`src/hdl/sdcg_pkg.sv`:
```
// Package for the segment display command generator.
// Holds the shared constants, action codes and the BCD conversion step.
// Has no dependencies.
`default_nettype none

package sdcg_pkg;

  // display geometry
  localparam int DIGITS     = 8;
  localparam int NUM_CHIPS  = 4;

  // field widths
  localparam int ACTION_W   = 3;
  localparam int SEL_W      = 3;
  localparam int VALUE_W    = 32;
  localparam int POS_W      = 8;
  localparam int BYTE_W     = 8;
  localparam int MASK_W     = 4;
  localparam int REG_W      = 4;
  localparam int BCD_DIGITS = 10;
  localparam int BCD_W      = 4 * BCD_DIGITS;
  localparam int CNT_W      = $clog2(VALUE_W);

  // action codes
  localparam logic [ACTION_W-1:0] ACT_NUMBER    = 3'd0;
  localparam logic [ACTION_W-1:0] ACT_TIME      = 3'd1;
  localparam logic [ACTION_W-1:0] ACT_LETTER    = 3'd2;
  localparam logic [ACTION_W-1:0] ACT_CLEAR_ONE = 3'd3;
  localparam logic [ACTION_W-1:0] ACT_CLEAR_ALL = 3'd4;

  // driver register addresses and data codes
  localparam logic [REG_W-1:0]  REG_DECODE  = 4'h9;
  localparam logic [BYTE_W-1:0] CH_BLANK    = 8'h0F;
  localparam logic [BYTE_W-1:0] CH_MINUS    = 8'h0A;
  localparam logic [BYTE_W-1:0] DECODE_ALL  = 8'hFF;
  localparam logic [BYTE_W-1:0] DECODE_NONE = 8'h00;
  localparam logic [REG_W-1:0]  DP_DIGIT    = 4'd4;
  localparam logic [MASK_W-1:0] MASK_ALL    = MASK_W'((1 << NUM_CHIPS) - 1);

  // command kinds kept while frames go out
  typedef enum logic [1:0] {
    KIND_NUM,
    KIND_LET,
    KIND_CLR
  } kind_t;

  // one double-dabble step: adjust each digit, then shift in the next binary bit
  function automatic logic [BCD_W-1:0] dd_step(input logic [BCD_W-1:0] bcd,
                                               input logic bin_bit);
    logic [BCD_W-1:0] adj;
    logic [3:0]       nib;
    for (int i = 0; i < BCD_DIGITS; i++) begin
      nib = bcd[4*i +: 4];
      if (nib >= 4'd5) begin
        nib = nib + 4'd3;
      end
      adj[4*i +: 4] = nib;
    end
    return {adj[BCD_W-2:0], bin_bit};
  endfunction

endpackage

`default_nettype wire

```
`src/hdl/segment_display_command_generator_top.sv`:
```
// Sequence: number and time commands run the binary to BCD conversion, one prep step and then
// send their frames through the output register; other commands go straight to their frames.
// Throughput: one command at a time, in_stall is high while the sequencer is busy; one frame
// per cycle while not stalled.
// Reset (synchronous, active low) clears the sequencer, the output valid and decode flags.
// Depends on sdcg_pkg.
`default_nettype none

module segment_display_command_generator_top (
  input  wire                         clk,
  input  wire                         rst_n,
  // command channel
  input  wire                         in_valid,
  output logic                        in_stall,
  input  wire  [sdcg_pkg::ACTION_W-1:0] in_action,
  input  wire  [sdcg_pkg::SEL_W-1:0]    in_display_select,
  input  wire  signed [sdcg_pkg::VALUE_W-1:0] in_value,
  input  wire  signed [sdcg_pkg::POS_W-1:0]   in_digit_pos,
  input  wire  [sdcg_pkg::BYTE_W-1:0]   in_letter_code,
  // frame channel
  output logic                        out_valid,
  input  wire                         out_stall,
  output logic [sdcg_pkg::MASK_W-1:0] out_chip_mask,
  output logic [sdcg_pkg::REG_W-1:0]  out_reg_addr,
  output logic [sdcg_pkg::BYTE_W-1:0] out_reg_data,
  output logic                        out_last
);

  // sequencer states
  localparam logic [3:0] S_IDLE  = 4'd0;
  localparam logic [3:0] S_CONV  = 4'd1;
  localparam logic [3:0] S_PREP  = 4'd2;
  localparam logic [3:0] S_DEC   = 4'd3;
  localparam logic [3:0] S_BLANK = 4'd4;
  localparam logic [3:0] S_ZERO  = 4'd5;
  localparam logic [3:0] S_DIG   = 4'd6;
  localparam logic [3:0] S_MINUS = 4'd7;
  localparam logic [3:0] S_LET   = 4'd8;

  localparam logic [sdcg_pkg::REG_W-1:0] DIGITS_R = sdcg_pkg::REG_W'(sdcg_pkg::DIGITS);
  localparam logic [sdcg_pkg::CNT_W-1:0] CONV_LAST = sdcg_pkg::CNT_W'(sdcg_pkg::VALUE_W - 1);

  // control registers
  logic [3:0]                  state_r, state_nxt;
  logic                        out_valid_r, out_valid_nxt;
  logic [sdcg_pkg::MASK_W-1:0] decode_on_r, decode_on_nxt;

  // command context registers
  logic [sdcg_pkg::MASK_W-1:0]  mask_r, mask_nxt;
  sdcg_pkg::kind_t              kind_r, kind_nxt;
  logic                         timed_r, timed_nxt;
  logic                         neg_r, neg_nxt;
  logic                         need_dec_r, need_dec_nxt;
  logic                         zero_r, zero_nxt;
  logic [sdcg_pkg::BYTE_W-1:0]  dec_data_r, dec_data_nxt;
  logic [sdcg_pkg::BYTE_W-1:0]  blank_data_r, blank_data_nxt;
  logic [sdcg_pkg::REG_W-1:0]   let_reg_r, let_reg_nxt;
  logic [sdcg_pkg::BYTE_W-1:0]  let_data_r, let_data_nxt;
  logic [sdcg_pkg::REG_W-1:0]   blank_r, blank_nxt;
  logic [sdcg_pkg::REG_W-1:0]   pos_r, pos_nxt;
  logic [sdcg_pkg::REG_W-1:0]   ndig_r, ndig_nxt;
  logic [sdcg_pkg::CNT_W-1:0]   cnt_r, cnt_nxt;
  logic [sdcg_pkg::VALUE_W-1:0] bin_r, bin_nxt;
  logic [sdcg_pkg::BCD_W-1:0]   bcd_r, bcd_nxt;

  // output frame registers
  logic [sdcg_pkg::MASK_W-1:0] o_mask_r, o_mask_nxt;
  logic [sdcg_pkg::REG_W-1:0]  o_reg_r, o_reg_nxt;
  logic [sdcg_pkg::BYTE_W-1:0] o_data_r, o_data_nxt;
  logic                        o_last_r, o_last_nxt;

  // frame built by the current state
  logic                        emit;
  logic                        fire;
  logic [sdcg_pkg::REG_W-1:0]  f_reg;
  logic [sdcg_pkg::BYTE_W-1:0] f_data;
  logic                        f_last;
  logic                        dig_end;
  logic                        minus_need;

  // accept-side decode
  logic                         sel_ok;
  logic [sdcg_pkg::MASK_W-1:0]  sel_mask;
  logic [sdcg_pkg::VALUE_W-1:0] in_mag;
  logic [sdcg_pkg::REG_W-1:0]   in_let_reg;
  logic [sdcg_pkg::REG_W-1:0]   bcd_ndig;

  assign in_stall      = (state_r != S_IDLE);
  assign out_valid     = out_valid_r;
  assign out_chip_mask = o_mask_r;
  assign out_reg_addr  = o_reg_r;
  assign out_reg_data  = o_data_r;
  assign out_last      = o_last_r;

  // chip select and magnitude of the incoming command
  always_comb begin
    sel_ok   = (in_display_select >= sdcg_pkg::SEL_W'(1)) &&
               (in_display_select <= sdcg_pkg::SEL_W'(sdcg_pkg::NUM_CHIPS));
    sel_mask = sel_ok ? sdcg_pkg::MASK_W'(1 << (in_display_select - sdcg_pkg::SEL_W'(1)))
                      : '0;
    in_mag   = in_value[sdcg_pkg::VALUE_W-1] ? (~in_value + sdcg_pkg::VALUE_W'(1))
                                              : in_value;
  end

  // letter register: position clamped to 0..DIGITS, register is DIGITS - position
  always_comb begin
    if (in_digit_pos[sdcg_pkg::POS_W-1]) begin
      in_let_reg = DIGITS_R;
    end else if (in_digit_pos > sdcg_pkg::POS_W'(sdcg_pkg::DIGITS)) begin
      in_let_reg = '0;
    end else begin
      in_let_reg = DIGITS_R - in_digit_pos[sdcg_pkg::REG_W-1:0];
    end
  end

  // number of decimal digits held in the bcd register, at least one
  always_comb begin
    bcd_ndig = sdcg_pkg::REG_W'(1);
    for (int i = 0; i < sdcg_pkg::BCD_DIGITS; i++) begin
      if (bcd_r[4*i +: 4] != 4'd0) begin
        bcd_ndig = sdcg_pkg::REG_W'(i + 1);
      end
    end
  end

  // frame contents per state
  always_comb begin
    minus_need = neg_r && (ndig_r < DIGITS_R);
    dig_end    = (pos_r == ndig_r) || (pos_r == DIGITS_R);
    emit       = 1'b0;
    f_reg      = '0;
    f_data     = '0;
    f_last     = 1'b0;
    unique case (state_r)
      S_DEC: begin
        emit   = 1'b1;
        f_reg  = sdcg_pkg::REG_DECODE;
        f_data = dec_data_r;
      end
      S_BLANK: begin
        emit   = 1'b1;
        f_reg  = blank_r;
        f_data = blank_data_r;
        f_last = (blank_r == sdcg_pkg::REG_W'(1)) && (kind_r != sdcg_pkg::KIND_NUM);
      end
      S_ZERO: begin
        emit   = 1'b1;
        f_reg  = sdcg_pkg::REG_W'(1);
      end
      S_DIG: begin
        emit   = 1'b1;
        f_reg  = pos_r;
        f_data = {(timed_r && (pos_r == sdcg_pkg::DP_DIGIT)), 3'b000, bcd_r[3:0]};
        f_last = dig_end && !minus_need;
      end
      S_MINUS: begin
        emit   = 1'b1;
        f_reg  = ndig_r + sdcg_pkg::REG_W'(1);
        f_data = sdcg_pkg::CH_MINUS;
        f_last = 1'b1;
      end
      S_LET: begin
        emit   = 1'b1;
        f_reg  = let_reg_r;
        f_data = let_data_r;
        f_last = 1'b1;
      end
      default: begin
        emit = 1'b0;
      end
    endcase
    fire = emit && (!out_valid_r || !out_stall);
  end

  // output register: load on a new frame, drop after a transfer
  always_comb begin
    o_mask_nxt = o_mask_r;
    o_reg_nxt  = o_reg_r;
    o_data_nxt = o_data_r;
    o_last_nxt = o_last_r;
    if (fire) begin
      out_valid_nxt = 1'b1;
      o_mask_nxt    = mask_r;
      o_reg_nxt     = f_reg;
      o_data_nxt    = f_data;
      o_last_nxt    = f_last;
    end else if (!out_stall) begin
      out_valid_nxt = 1'b0;
    end else begin
      out_valid_nxt = out_valid_r;
    end
  end

  // sequencer
  always_comb begin
    state_nxt      = state_r;
    decode_on_nxt  = decode_on_r;
    mask_nxt       = mask_r;
    kind_nxt       = kind_r;
    timed_nxt      = timed_r;
    neg_nxt        = neg_r;
    need_dec_nxt   = need_dec_r;
    zero_nxt       = zero_r;
    dec_data_nxt   = dec_data_r;
    blank_data_nxt = blank_data_r;
    let_reg_nxt    = let_reg_r;
    let_data_nxt   = let_data_r;
    blank_nxt      = blank_r;
    pos_nxt        = pos_r;
    ndig_nxt       = ndig_r;
    cnt_nxt        = cnt_r;
    bin_nxt        = bin_r;
    bcd_nxt        = bcd_r;
    unique case (state_r)
      S_IDLE: begin
        if (in_valid) begin
          mask_nxt = sel_mask;
          unique case (in_action)
            sdcg_pkg::ACT_NUMBER, sdcg_pkg::ACT_TIME: begin
              if (sel_ok) begin
                kind_nxt       = sdcg_pkg::KIND_NUM;
                timed_nxt      = (in_action == sdcg_pkg::ACT_TIME);
                neg_nxt        = in_value[sdcg_pkg::VALUE_W-1];
                need_dec_nxt   = ((decode_on_r & sel_mask) == '0);
                dec_data_nxt   = sdcg_pkg::DECODE_ALL;
                blank_data_nxt = sdcg_pkg::CH_BLANK;
                decode_on_nxt  = decode_on_r | sel_mask;
                bin_nxt        = in_mag;
                bcd_nxt        = '0;
                cnt_nxt        = '0;
                state_nxt      = S_CONV;
              end
            end
            sdcg_pkg::ACT_LETTER: begin
              if (sel_ok) begin
                kind_nxt      = sdcg_pkg::KIND_LET;
                dec_data_nxt  = sdcg_pkg::DECODE_NONE;
                let_reg_nxt   = in_let_reg;
                let_data_nxt  = in_letter_code;
                decode_on_nxt = decode_on_r & ~sel_mask;
                state_nxt     = S_DEC;
              end
            end
            sdcg_pkg::ACT_CLEAR_ONE: begin
              if (sel_ok) begin
                kind_nxt       = sdcg_pkg::KIND_CLR;
                blank_data_nxt = ((decode_on_r & sel_mask) != '0) ? sdcg_pkg::CH_BLANK
                                                                   : sdcg_pkg::DECODE_NONE;
                blank_nxt      = DIGITS_R;
                state_nxt      = S_BLANK;
              end
            end
            sdcg_pkg::ACT_CLEAR_ALL: begin
              kind_nxt       = sdcg_pkg::KIND_CLR;
              mask_nxt       = sdcg_pkg::MASK_ALL;
              dec_data_nxt   = sdcg_pkg::DECODE_NONE;
              blank_data_nxt = sdcg_pkg::DECODE_NONE;
              decode_on_nxt  = '0;
              state_nxt      = S_DEC;
            end
            default: begin
              state_nxt = S_IDLE;
            end
          endcase
        end
      end
      // binary to bcd, one bit per cycle
      S_CONV: begin
        bcd_nxt = sdcg_pkg::dd_step(bcd_r, bin_r[sdcg_pkg::VALUE_W-1]);
        bin_nxt = {bin_r[sdcg_pkg::VALUE_W-2:0], 1'b0};
        cnt_nxt = cnt_r + sdcg_pkg::CNT_W'(1);
        if (cnt_r == CONV_LAST) begin
          state_nxt = S_PREP;
        end
      end
      S_PREP: begin
        ndig_nxt  = bcd_ndig;
        zero_nxt  = (bcd_r == '0);
        blank_nxt = DIGITS_R;
        state_nxt = need_dec_r ? S_DEC : S_BLANK;
      end
      S_DEC: begin
        if (fire) begin
          blank_nxt = DIGITS_R;
          state_nxt = (kind_r == sdcg_pkg::KIND_LET) ? S_LET : S_BLANK;
        end
      end
      S_BLANK: begin
        if (fire) begin
          blank_nxt = blank_r - sdcg_pkg::REG_W'(1);
          pos_nxt   = sdcg_pkg::REG_W'(1);
          if (blank_r == sdcg_pkg::REG_W'(1)) begin
            if (kind_r == sdcg_pkg::KIND_NUM) begin
              state_nxt = zero_r ? S_ZERO : S_DIG;
            end else begin
              state_nxt = S_IDLE;
            end
          end
        end
      end
      S_ZERO: begin
        if (fire) begin
          state_nxt = S_DIG;
        end
      end
      // digits go out least significant first
      S_DIG: begin
        if (fire) begin
          bcd_nxt = {4'd0, bcd_r[sdcg_pkg::BCD_W-1:4]};
          pos_nxt = pos_r + sdcg_pkg::REG_W'(1);
          if (dig_end) begin
            state_nxt = minus_need ? S_MINUS : S_IDLE;
          end
        end
      end
      S_MINUS, S_LET: begin
        if (fire) begin
          state_nxt = S_IDLE;
        end
      end
      default: begin
        state_nxt = S_IDLE;
      end
    endcase
  end

  // control state
  always_ff @(posedge clk) begin
    if (!rst_n) begin
      state_r     <= S_IDLE;
      out_valid_r <= 1'b0;
      decode_on_r <= '0;
    end else begin
      state_r     <= state_nxt;
      out_valid_r <= out_valid_nxt;
      decode_on_r <= decode_on_nxt;
    end
  end

  // payload and context
  always_ff @(posedge clk) begin
    mask_r       <= mask_nxt;
    kind_r       <= kind_nxt;
    timed_r      <= timed_nxt;
    neg_r        <= neg_nxt;
    need_dec_r   <= need_dec_nxt;
    zero_r       <= zero_nxt;
    dec_data_r   <= dec_data_nxt;
    blank_data_r <= blank_data_nxt;
    let_reg_r    <= let_reg_nxt;
    let_data_r   <= let_data_nxt;
    blank_r      <= blank_nxt;
    pos_r        <= pos_nxt;
    ndig_r       <= ndig_nxt;
    cnt_r        <= cnt_nxt;
    bin_r        <= bin_nxt;
    bcd_r        <= bcd_nxt;
    o_mask_r     <= o_mask_nxt;
    o_reg_r      <= o_reg_nxt;
    o_data_r     <= o_data_nxt;
    o_last_r     <= o_last_nxt;
  end

endmodule

`default_nettype wire
```
`config.mk`:
```
export PLATFORM = sky130hd
export DESIGN_NAME = segment_display_command_generator_top
export DESIGN_NICKNAME = d
export VERILOG_FILES = /design/src/hdl/sdcg_pkg.sv /design/src/hdl/segment_display_command_generator_top.sv
export SDC_FILE = /design/constraint.sdc
export NUM_CORES = 1
export LEC_CHECK = 0
export BUFFER_PORTS_ARGS = -buffer_cell sky130_fd_sc_hd__buf_4
export CORE_MARGIN = 2
export CORE_UTILIZATION = 46
export DETAILED_ROUTE_END_ITERATION = 10
export PLACE_DENSITY = 0.62
export RECOVER_POWER = 25
export SKIP_LAST_GASP = 1
export SYNTH_ARGS = -nofsm -noshare
export SYNTH_HDL_FRONTEND = slang
export SYNTH_SLANG_ARGS = --single-unit
```
`constraint.sdc`:
```
create_clock -name clk -period 4.8 [get_ports clk]
set_input_delay 0.96 -clock clk [delete_from_list [all_inputs] [get_ports clk]]
set_output_delay 0.96 -clock clk [all_outputs]
set_load 0.01 [all_outputs]
```
======== Yosys cells after proc, flatten, opt, wreduce, memory -nomap -nowiden ========
Index checks and enable logic that the tools add are counted.
word-level totals
  bits in registers ....................... 153
  output and inout port bits .............. 19
  word-level logic and storage cells ...... 232
operators by class
  add/subtract/negate cells ............... 17
  $lt $le $gt $ge ......................... 14
  equal/unequal tests ..................... 37
  shift-type cells ........................ 1
  multiplexer cells ....................... 82
  bitwise operators ....................... 5
  reductions and logical operators ........ 51
operator list
  cell                     count
  $mux W40                 4
  $mux W4                  39
  $mux W32                 4
  $pmux W40 S3             1
  $pmux W32 S2             1
  $reduce_bool A4 Y1       13
  $pmux W8 S3              2
  $ge A4 B3 Y1 const B     10
  $logic_not A40 Y1        1
  $pmux W8 S5              1
  $add A4 B2 Y4 const B    9
  $add A32 B2 Y32 const B  1
  $mux W8                  4
  $not A32 Y32             1
  $pmux W4 S4              2
  $pmux W4 S8              1
  $ne A2 B2 Y1 const B     12
  $pmux W4 S6              1
  $eq A4 B3 Y1 const B     5
  $mux W5                  3
  $reduce_and A5 Y1        3
  $mux W2                  7
  $mux W3                  4
  $pmux W4 S3              1
  46 further kinds         77

======== Depth between registers and ports, before layout ========
Gate-level depths: netlist (run 1).
  depth in word-level cells ............... 9
  gate-level depth with buffers ........... 8
  gate-level depth less buffers ........... 8

======== Least setup slack after synthesis (run 1) ========
Ideal clock, no wire load.
  path type ............................... input to register
  start ................................... in in_display_select[1] (netlist name)
  end ..................................... reg bcd_r[0] (netlist name), enable pin
  setup time .............................. 0.451 ns
  arrival time ............................ 3.940 ns
  required time ........................... 4.349 ns
  slack ................................... 0.410 ns
  cell stages on the path ................. 6
  path buffers ............................ 0
  path through ............................ or2_2 > ha_1 > nor2_1 > and3_1 > o21ai_0 > a21oi_1
between the ends
  cells in the longest elaborated chain, start to end .. 4
ends and longest elaborated chain
  item                                                 RTL line                                                                                  RTL
  from (decl)                                          segment_display_command_generator_top.sv:16                                               input wire [sdcg_pkg::SEL_W-1:0] in_display_select,
  $ge A3 B1 Y1 / $le A3 B3 Y1 (equally long branches)  segment_display_command_generator_top.sv:97, segment_display_command_generator_top.sv:98
  $logic_and A1 B1 Y1 *                                segment_display_command_generator_top.sv:97                                               sel_ok = (in_display_select >= sdcg_pkg::SEL_W'(1)) &&
  $ne A2 B2 Y1 (no source line) *                      --
  $reduce_and A5 Y1 (no source line) *                 --
  to (signal assigned)                                 segment_display_command_generator_top.sv:357                                              bcd_r <= bcd_nxt;
  to (decl)                                            segment_display_command_generator_top.sv:64                                               logic [sdcg_pkg::BCD_W-1:0] bcd_r, bcd_nxt;
Mark *: on every way between the ends. The rest lies on a longest branch, timed or not.
A chain may end at the register's enable or synchronous reset.

======== Final worst setup path (run 1) ========
  start ................................... in in_display_select[1] (netlist name)
  end ..................................... reg bcd_r[20] (netlist name), enable pin
The elaborated chain is that of the path after synthesis.

==> results_dict.tcl, run 1 <==
set metrics [dict create \
    status "completed" \
    setup_slack_ns 1.75 \
    area_growth_syn_to_layout_pct 16.5 \
    num_io_pins 77 \
    cts_resized 0 \
    drc_errors 0 \
    wl_per_cell_um 16.6 \
    timing.rr.start "state_r[2]" \
    maxCapViolCount 0 \
    skew_ns 0.00995 \
    setup_violations 0 \
    place_congestion 0.873 \
    rows 48 \
    grt_max_degree 55 \
    worst_slew_pin_slew_ns 1.18 \
    antenna_found_initial 0 \
    layout_commonest_cell "edfxtp_1" \
    grt_usage_pct 20.0 \
    cts_hold_buf 0 \
    vias_per_cell 5.73 \
    cts_tree "yes" \
    fmax_mhz 328 \
    hp-class "reg -> reg" \
    period_minus_slack_ns 3.05 \
    startpoint_type "primary input" \
    yosysUniqueCellTypes 63 \
    finalSetupTns_ns 0 \
    syn-cell-area_um2 8030 \
    seq_area_frac_synth_pct 50.9 \
    clk_latency_ns 0.43 \
    worstPathMaxFanout 40 \
    ys.flop_type "edfxtp_1" \
    synth-seq-cells 139 \
    grt_pass1_wl_mm 29.3 \
    die_x_um 136 \
    cts_setup_buffers 0 \
    hold_viol_final 0 \
    synth_area_per_cell_um2 10.3 \
    synth-edff-count 130 \
    min_from "mask_r[1]" \
    postRouteAntennaNets 0 \
    cts.sinks 139 \
    port_buffers 76 \
    grt-ovfl-total 0 \
    hpwl_mm 12.6 \
    critical_path_class "in -> reg" \
    dr_total_vias 6201 \
    fin_nets 939 \
    peakVddDrop_uv 293 \
    critPathLaunch "in_display_select[1]" \
    pre_cts_slack_ns 1.36 \
    drv_slew 0 \
    clockBufferDepth 2 \
    drtIter0Drc 445 \
    fillers 1545 \
    grt_pass1_vias 6047 \
    path_clk_slew_ns 0.06 \
    critPathCaptureType "register" \
    routed_wl_mm 18.0 \
    ys_async_sr_fraction_pct 0 \
    antenna_cells 0 \
    relSlewSlack_pct 21.3 \
    power_density_nw_per_um2 507 \
    rsz0062_at_grt "false" \
    initial_core_util_pct 46.8 \
    syn_inst 776 \
    crit_required_ns 4.86 \
    mostFrequentLayoutCells "130 x edfxtp_1, 84 x nand2_1, 68 x o21ai_0" \
    yosysWarnings 0 \
    period_share_pct 63.6 \
    drive_above_1_share_pct 12.5 \
    root_buffer "clkbuf_16" \
    cts_buffers 17 \
    arrival_ns 3.12 \
    die_h_um 136 \
    synth_fp_nets 870 \
    htreeDepth 4 \
    firstDrtPassIters 5 \
    coreArea_um2 17200 \
    p_leak_nw 3.41 \
    dieArea_um2 18500 \
]
==> final timing paths <==
path	end	slack [ns]	cells after the start
max reg2reg	out_reg_data[7]	2.02	5
min reg2reg	out_chip_mask[1]	0.42	0
min	out_chip_mask[1]	0.42	0
max	bcd_r[20]	1.75	8
==> per-stage QoR <==
stage | cell area (um2) | hold slack, ns | total power [W] | cells | util (%)
floorplan | 8030 | 0.400 | 0.00296 | 776 | -
global placement | 8830 | 0.402 | 0.00338 | 1051 | 51.4
detailed placement | 8830 | 0.406 | 0.00343 | 1051 | 51.4
CTS | 9450 | 0.420 | 0.00481 | 1083 | 55.0
global route | 9360 | 0.430 | 0.00504 | 1083 | 54.5
finish | 9360 | 0.417 | 0.00474 | 1083 | 54.5
==> layout make-up <==
class	count	area, um2	area share, %
flip-flops and latches	139	4080	43.6
multi-input cells	566	3700	39.5
repair buffers	82	533	5.70
clock buffers	17	425	4.55
well taps	225	282	3.01
clock inverters	15	191	2.05
inverters	39	146	1.56
==> routing by layer <==
| layer | vias to the layer above | share of wire (%) | global-route usage (%) |
|---|---|---|---|
| li1 | 3021 | - | - |
| met1 | 2966 | 46 | 26.0 |
| met2 | 184 | 48 | 32.8 |
| met3 | 30 | 4.1 | 3.95 |
| met4 | 0 | 2.0 | 8.33 |
| met5 | - | 0 | 0 |
==> sequential cells by signal, indices dropped and copies added (netlist names), 2 cells and up <==
name,cells
bcd_r,40
bin_r,32
let_data_r,8
out_reg_data,8
cnt_r,5
blank_r,4
decode_on_r,4
let_reg_r,4
mask_r,4
ndig_r,4
out_chip_mask,4
out_reg_addr,4
pos_r,4
state_r,4
kind_r,2
==> cell usage after synthesis, drive strengths merged (12+ instances only) <==
library cell,count,share of area [%]
a21oi,44,2.7
and2,12,0.93
clkbuf,27,1.3
edfxtp,130,49
ha,36,5.6
inv,37,1.7
nand2,84,3.9
nand2b,20,1.6
nand3,13,0.81
nor2,45,2.1
nor3,14,0.87
nor3b,18,1.7
o21ai,71,4.4
o22ai,15,1.2
xnor2,22,2.4
xor2,35,3.8
==> cells by family after synthesis <==
kind of cell               Yosys count  synth area share (%)
and+or+nand+nor                    263                  16.9
AOI/OAI and AO/OA                  204                  16.1
DFF                                139                  50.9
buffers and inverters               71                  3.43
xor gates and xnor gates            57                  6.22
adders and majority gates           36                  5.61
muxes                                6                 0.810
==> power by group <==
group	switching, W	internal, W	leakage [nW]	total (W)
Clock	0.000543	0.000828	0.302	0.00137
Sequential	0.000231	0.00177	1.28	0.00200
Combinational	0.000860	0.000513	1.83	0.00137
==> worst max-delay path: stages <==
cell and delay (ns):
clkbuf_1 0.14, or2_2 0.34, ha_1 0.27, nor2_1 0.32
and3_1 0.21, o21ai_0 0.20, a21oi_4 0.19, buf_4 0.46
No activity file was read; power rests on OpenSTA's default activity.
==> run 2: changes to the inputs <==
clock period = 3 ns   (was 4.8 ns; I/O delays follow)
==> run 2 against run 1 <==
Combinational power rose by 64%. Worst hold slack lost 0.040 ns. Clock skew about the same. Sequential cell count did not move. First-iteration DRC count is 12% higher. Largest cell class unchanged.
==> results_dict.tcl, run 2 (synthesized netlist as in run 1, its figures left out) <==
set metrics [dict create \
    path_clk_slew_ns 0.05 \
    cts_resized 0 \
    antenna_cells 0 \
    fin_nets 948 \
    crit_required_ns 3.26 \
    hold_viol_final 0 \
    cts_buffers 17 \
    root_buffer "clkbuf_16" \
    postRouteAntennaNets 0 \
    grt_pass1_vias 6015 \
    period_minus_slack_ns 2.59 \
    grt_pass1_wl_mm 29.7 \
    relSlewSlack_pct 19.6 \
    cp_top_family "buffers and inverters" \
    drv_slew 0 \
    p_leak_nw 3.43 \
    grt-ovfl-total 0 \
    cts.sinks 139 \
    worstPathMaxFanout 26 \
    arrival_ns 2.84 \
    mostFrequentLayoutCells "130 x edfxtp_1, 84 x nand2_1, 68 x o21ai_0" \
    drive_above_1_share_pct 12.8 \
    power_density_nw_per_um2 792 \
    grt_max_degree 48 \
    status "completed" \
    cts_setup_buffers 0 \
    skew_ns 0.0102 \
    place_area_um2 8920 \
    drc_errors 0 \
    reg2reg_depth 7 \
    cp_num_buf_inv 2 \
    die_x_um 136 \
    crit_slowest_cell "clkbuf_1" \
    critPathCaptureType "register" \
    firstDrtPassIters 5 \
    worst_slew_pin_slew_ns 1.21 \
    vias_per_cell 5.67 \
    finalSetupTns_ns 0 \
    slowest_delay_ns 0.86 \
    largest-register "bcd_r" \
    rows 48 \
    coreArea_um2 17200 \
    reg_top3 "bcd_r: 40 flops, bin_r: 32 flops" \
    cts_hold_buf 0 \
    die_h_um 136 \
    largest_reg_flops 40 \
    port_buffers 76 \
    critical_path_class "in -> reg" \
    crit_path_cell_trace "clkbuf_1 -> clkinv_1 -> or4_1 -> o2111ai_1" \
    period_share_pct 86.3 \
    clockBufferDepth 2 \
    maxCapViolCount 0 \
    num_io_pins 77 \
    cts_tree "yes" \
    clk_latency_ns 0.43 \
    layout_commonest_cell "edfxtp_1" \
    dr_total_vias 6189 \
    routed_wl_mm 18.0 \
    startpoint_type "primary input" \
    initial_core_util_pct 46.8 \
    whs_path_depth 1 \
    drtIter0Drc 497 \
    fmax_mhz 386 \
    r2r_slack_ns 0.63 \
    worst-path-stages 4 \
    hp-class "in -> reg" \
    area_growth_syn_to_layout_pct 17.0 \
    peakVddDrop_uv 440 \
    antenna_found_initial 0 \
    place_congestion 0.905 \
    setup_violations 0 \
    wl_per_cell_um 16.5 \
    rsz0062_at_grt "false" \
    hpwl_mm 12.8 \
    dieArea_um2 18500 \
    htreeDepth 4 \
    utilization_pct 54.7 \
    finalInstanceArea_um2 9390 \
    grt_usage_pct 20.4 \
]
==> run 2: worst register-to-register path, cell delays in order, from the launching register on <==
cell	delay, ns
dfxtp_1	0.51
nor2_1	0.17
clkbuf_1	0.25
nand3_1	0.26
inv_1	0.24
nand2_1	0.17
o32ai_1	0.15
o31a_1	0.30
==> run 2: power by group <==
part           switching (W)  total [W]  leakage, nW  internal (W)
logic                0.00139    0.00225         1.88      0.000864
clock network       0.000770    0.00199        0.269       0.00122
registers           0.000367    0.00319         1.28       0.00283
total                0.00253    0.00744         3.43       0.00491
==> run 2: layout make-up <==
| class | count | area, um2 |
|---|---|---|
| inverter | 39 | 146 |
| sequential | 139 | 4080 |
| clock inverter | 7 | 67.6 |
| clock buffer | 25 | 495 |
| timing repair buffer | 91 | 622 |
| tap | 225 | 282 |
| fill | 1538 | 7780 |
| multi-input combinational | 566 | 3700 |
==> run 2: worst paths after layout <==
check	start	end
hold / removal	in_letter_code[4]	let_data_r[4]
setup / recovery	in_value[31]	bin_r[20]
hold reg to reg	mask_r[2]	out_chip_mask[2]
setup reg to reg	state_r[0]	blank_r[3]
==> run 2: layer usage <==
metal  track usage, %  vias to the layer above  part of all wire [%]
li1                 -                     3034                     -
met4             8.28                        0                   2.1
met5                0                        -                     0
met3             4.81                       37                   5.2
met2             31.8                      180                    47
met1             27.4                     2938                    46
==> run 2: through the flow <==
step / hold WS, ns / total power (W) / setup WS (ns) / instances
final: 0.377 / 0.00744 / 0.412 / 1092
after floorplan: 0.400 / 0.00473 / 0.113 / 776
after global placement: 0.404 / 0.00545 / 0.280 / 1060
after global routing: 0.360 / 0.00792 / 0.366 / 1092
after CTS: 0.340 / 0.00755 / 0.620 / 1092
after detailed placement: 0.405 / 0.00554 / 0.246 / 1060
==> run 3: changes to the inputs <==
ABC_AREA = 1   (was unset)
CORE_MARGIN = 5   (was 2)
==> run 3 against run 2 <==
Cell count grew 18%. Non-clock buffer count shrank 6. Worst hold slack gained 0.0011 ns.
==> results_dict.tcl, run 3 <==
set metrics [dict create \
    status "completed" \
    postRouteAntennaNets 0 \
    ys_top_cells_by_area "edfxtp_1 47%, nand2_1 9.1%, inv_1 5.5%" \
    hold_slack_ns 0.379 \
    combPwrFrac_pct 32.6 \
    synth-edff-count 130 \
    place_congestion 0.910 \
    cts_tree "yes" \
    slowest_delay_ns 0.50 \
    cts_hold_buf 0 \
    critical_path_class "reg -> reg" \
    finalSetupTns_ns 0 \
    seq_power_share_pct 41.2 \
    root_buffer "clkbuf_16" \
    relSlewSlack_pct 19.8 \
    num_io_pins 77 \
    port_buffers 76 \
    largest_reg_flops 40 \
    area_growth_syn_to_layout_pct 15.5 \
    synth_top_area_share_pct 46.7 \
    min_from "in_letter_code[7]" \
    crit_path_cell_trace "inv_1 -> nand2_2 -> nor2_1 -> inv_1 -> nand2_1 -> nor3_1 -> a21oi_1" \
    pwr-share-clk_pct 26.2 \
    hpwl_mm 13.6 \
    synth-seq-cells 139 \
    drc_errors 0 \
    cpMostUsedCell "inv_1" \
    period_minus_slack_ns 2.30 \
    clk_latency_ns 0.42 \
    mostFrequentLayoutCells "205 x nand2_1, 130 x edfxtp_1, 127 x inv_1" \
    finalInstanceArea_um2 9660 \
    worst_slew_pin_slew_ns 1.20 \
    die_x_um 145 \
    initial_core_util_pct 46.6 \
    die_h_um 145 \
    setup_violations 0 \
    reg_top3 "bcd_r: 40 flops, bin_r: 32 flops" \
    layout_commonest_cell "nand2_1" \
    cts.sinks 139 \
    power.switching_w 0.00274 \
    routed_wl_mm 18.6 \
    cts_buffers 17 \
    grt_max_degree 49 \
    yosysWarnings 0 \
    synth_area_per_cell_um2 8.69 \
    grt-ovfl-total 0 \
    drtIter0Drc 457 \
    critPathLaunch "state_r[1]" \
    syn-cell-area_um2 8360 \
    skew_ns 0.0104 \
    hp-class "in -> reg" \
    maxCapViolCount 0 \
    drv_slew 0 \
    r2r_slack_ns 0.70 \
    crit_required_ns 3.07 \
    seq_area_frac_synth_pct 48.8 \
    antenna_found_initial 0 \
    path_clk_slew_ns 0.06 \
    ys.flop_type "edfxtp_1" \
    dr_total_vias 6656 \
    place_area_um2 9240 \
    fmax_mhz 435 \
    grt_usage_pct 18.5 \
    cts_resized 0 \
    timing.rr.start "state_r[1]" \
    yosysUniqueCellTypes 48 \
    arrival_ns 2.37 \
    hold_viol_final 0 \
    wl_per_cell_um 14.4 \
    grt_pass1_vias 6412 \
    power_density_nw_per_um2 777 \
    crit_slowest_cell "nor2_1" \
    coreArea_um2 18000 \
    antenna_cells 0 \
    fillers 1708 \
    startpoint_type "register" \
    synth_common_cells "203 x nand2_1, 130 x edfxtp_1, 123 x inv_1" \
    cts_setup_buffers 0 \
    rsz0062_at_grt "false" \
    clockBufferDepth 2 \
    largest-register "bcd_r" \
    drive_above_1_share_pct 12.0 \
    firstDrtPassIters 5 \
    peakVddDrop_uv 433 \
    p_sw_share_pct 36.6 \
    synth_fp_nets 1057 \
    dieArea_um2 21000 \
    p_int_w 0.00476 \
    utilization_pct 53.8 \
    yosysMostFrequentCell "nand2_1" \
    p_leak_nw 4.01 \
    ys_async_sr_fraction_pct 0 \
    yosys.area.top_type "edfxtp_1" \
    whs_path_depth 1 \
    reg2reg_depth 7 \
    worstPathMaxFanout 9 \
    period_share_pct 76.7 \
    grt_pass1_wl_mm 30.8 \
    critPathCaptureType "register" \
    rows 49 \
    htreeDepth 4 \
    fin_nets 1141 \
    vias_per_cell 5.16 \
    syn_inst 963 \
]
## run 3: metrics by stage
step	cells	power (W)	setup slack, ns
5_1_grt	1289	0.00803	0.455
3_5_place_dp	1257	0.00571	0.539
3_3_place_gp	1257	0.00567	0.548
6_report	1289	0.00750	0.700
4_1_cts	1289	0.00770	0.983
2_1_floorplan	963	0.00488	0.134
## run 3: worst max-delay path: cells and delay by family, from the launching register on
kind                   cells  cell delay [ns]
AOI/OAI and AO/OA          1             0.35
buffers and inverters      2             0.50
and+or+nand+nor            4             0.78
DFF                        1             0.34
## run 3: power groups by stage
stage	registers (W)	clock network (W)	logic [W]
floorplan	0.00313	0	0.00175
global placement	0.00313	0	0.00255
detailed placement	0.00314	0	0.00257
CTS	0.00310	0.00201	0.00259
global route	0.00315	0.00209	0.00279
finish	0.00309	0.00197	0.00244
## run 3: final cells by class
class	instances	area, um2	area share [%]
clock buffer	17	425	4.40
clock inverter	15	128	1.32
inverter	133	500	5.18
multi-input combinational	671	3650	37.8
sequential	139	4080	42.3
tap	229	287	2.97
timing repair buffer	85	587	6.07
## run 3: cells by family (layout without fill, tap and decap cells)
| group | after synthesis | in the layout | synth area share (%) |
|---|---|---|---|
| buf+inv | 153 | 250 | 7.33 |
| fa+ha+maj | 36 | 36 | 5.39 |
| xor+xnor | 32 | 32 | 3.35 |
| flops | 139 | 139 | 48.8 |
| compound gates | 169 | 169 | 11.7 |
| simple gates | 434 | 434 | 23.4 |
## run 3: layer usage
metal  vias up  track usage (%)  routed length, um
li1       3435                -                  -
met1      3056             26.3               9140
met2       140             28.3               8350
met3        25             3.75                772
met4         0             6.38                312
met5         -                0                  0
## run 3: path summary, 6_finish.rpt
kind                                    endpoint
worst max-delay path                  blank_r[0]
worst min-delay path               let_data_r[7]
worst max register to register        blank_r[0]
worst min register to register  out_chip_mask[0]
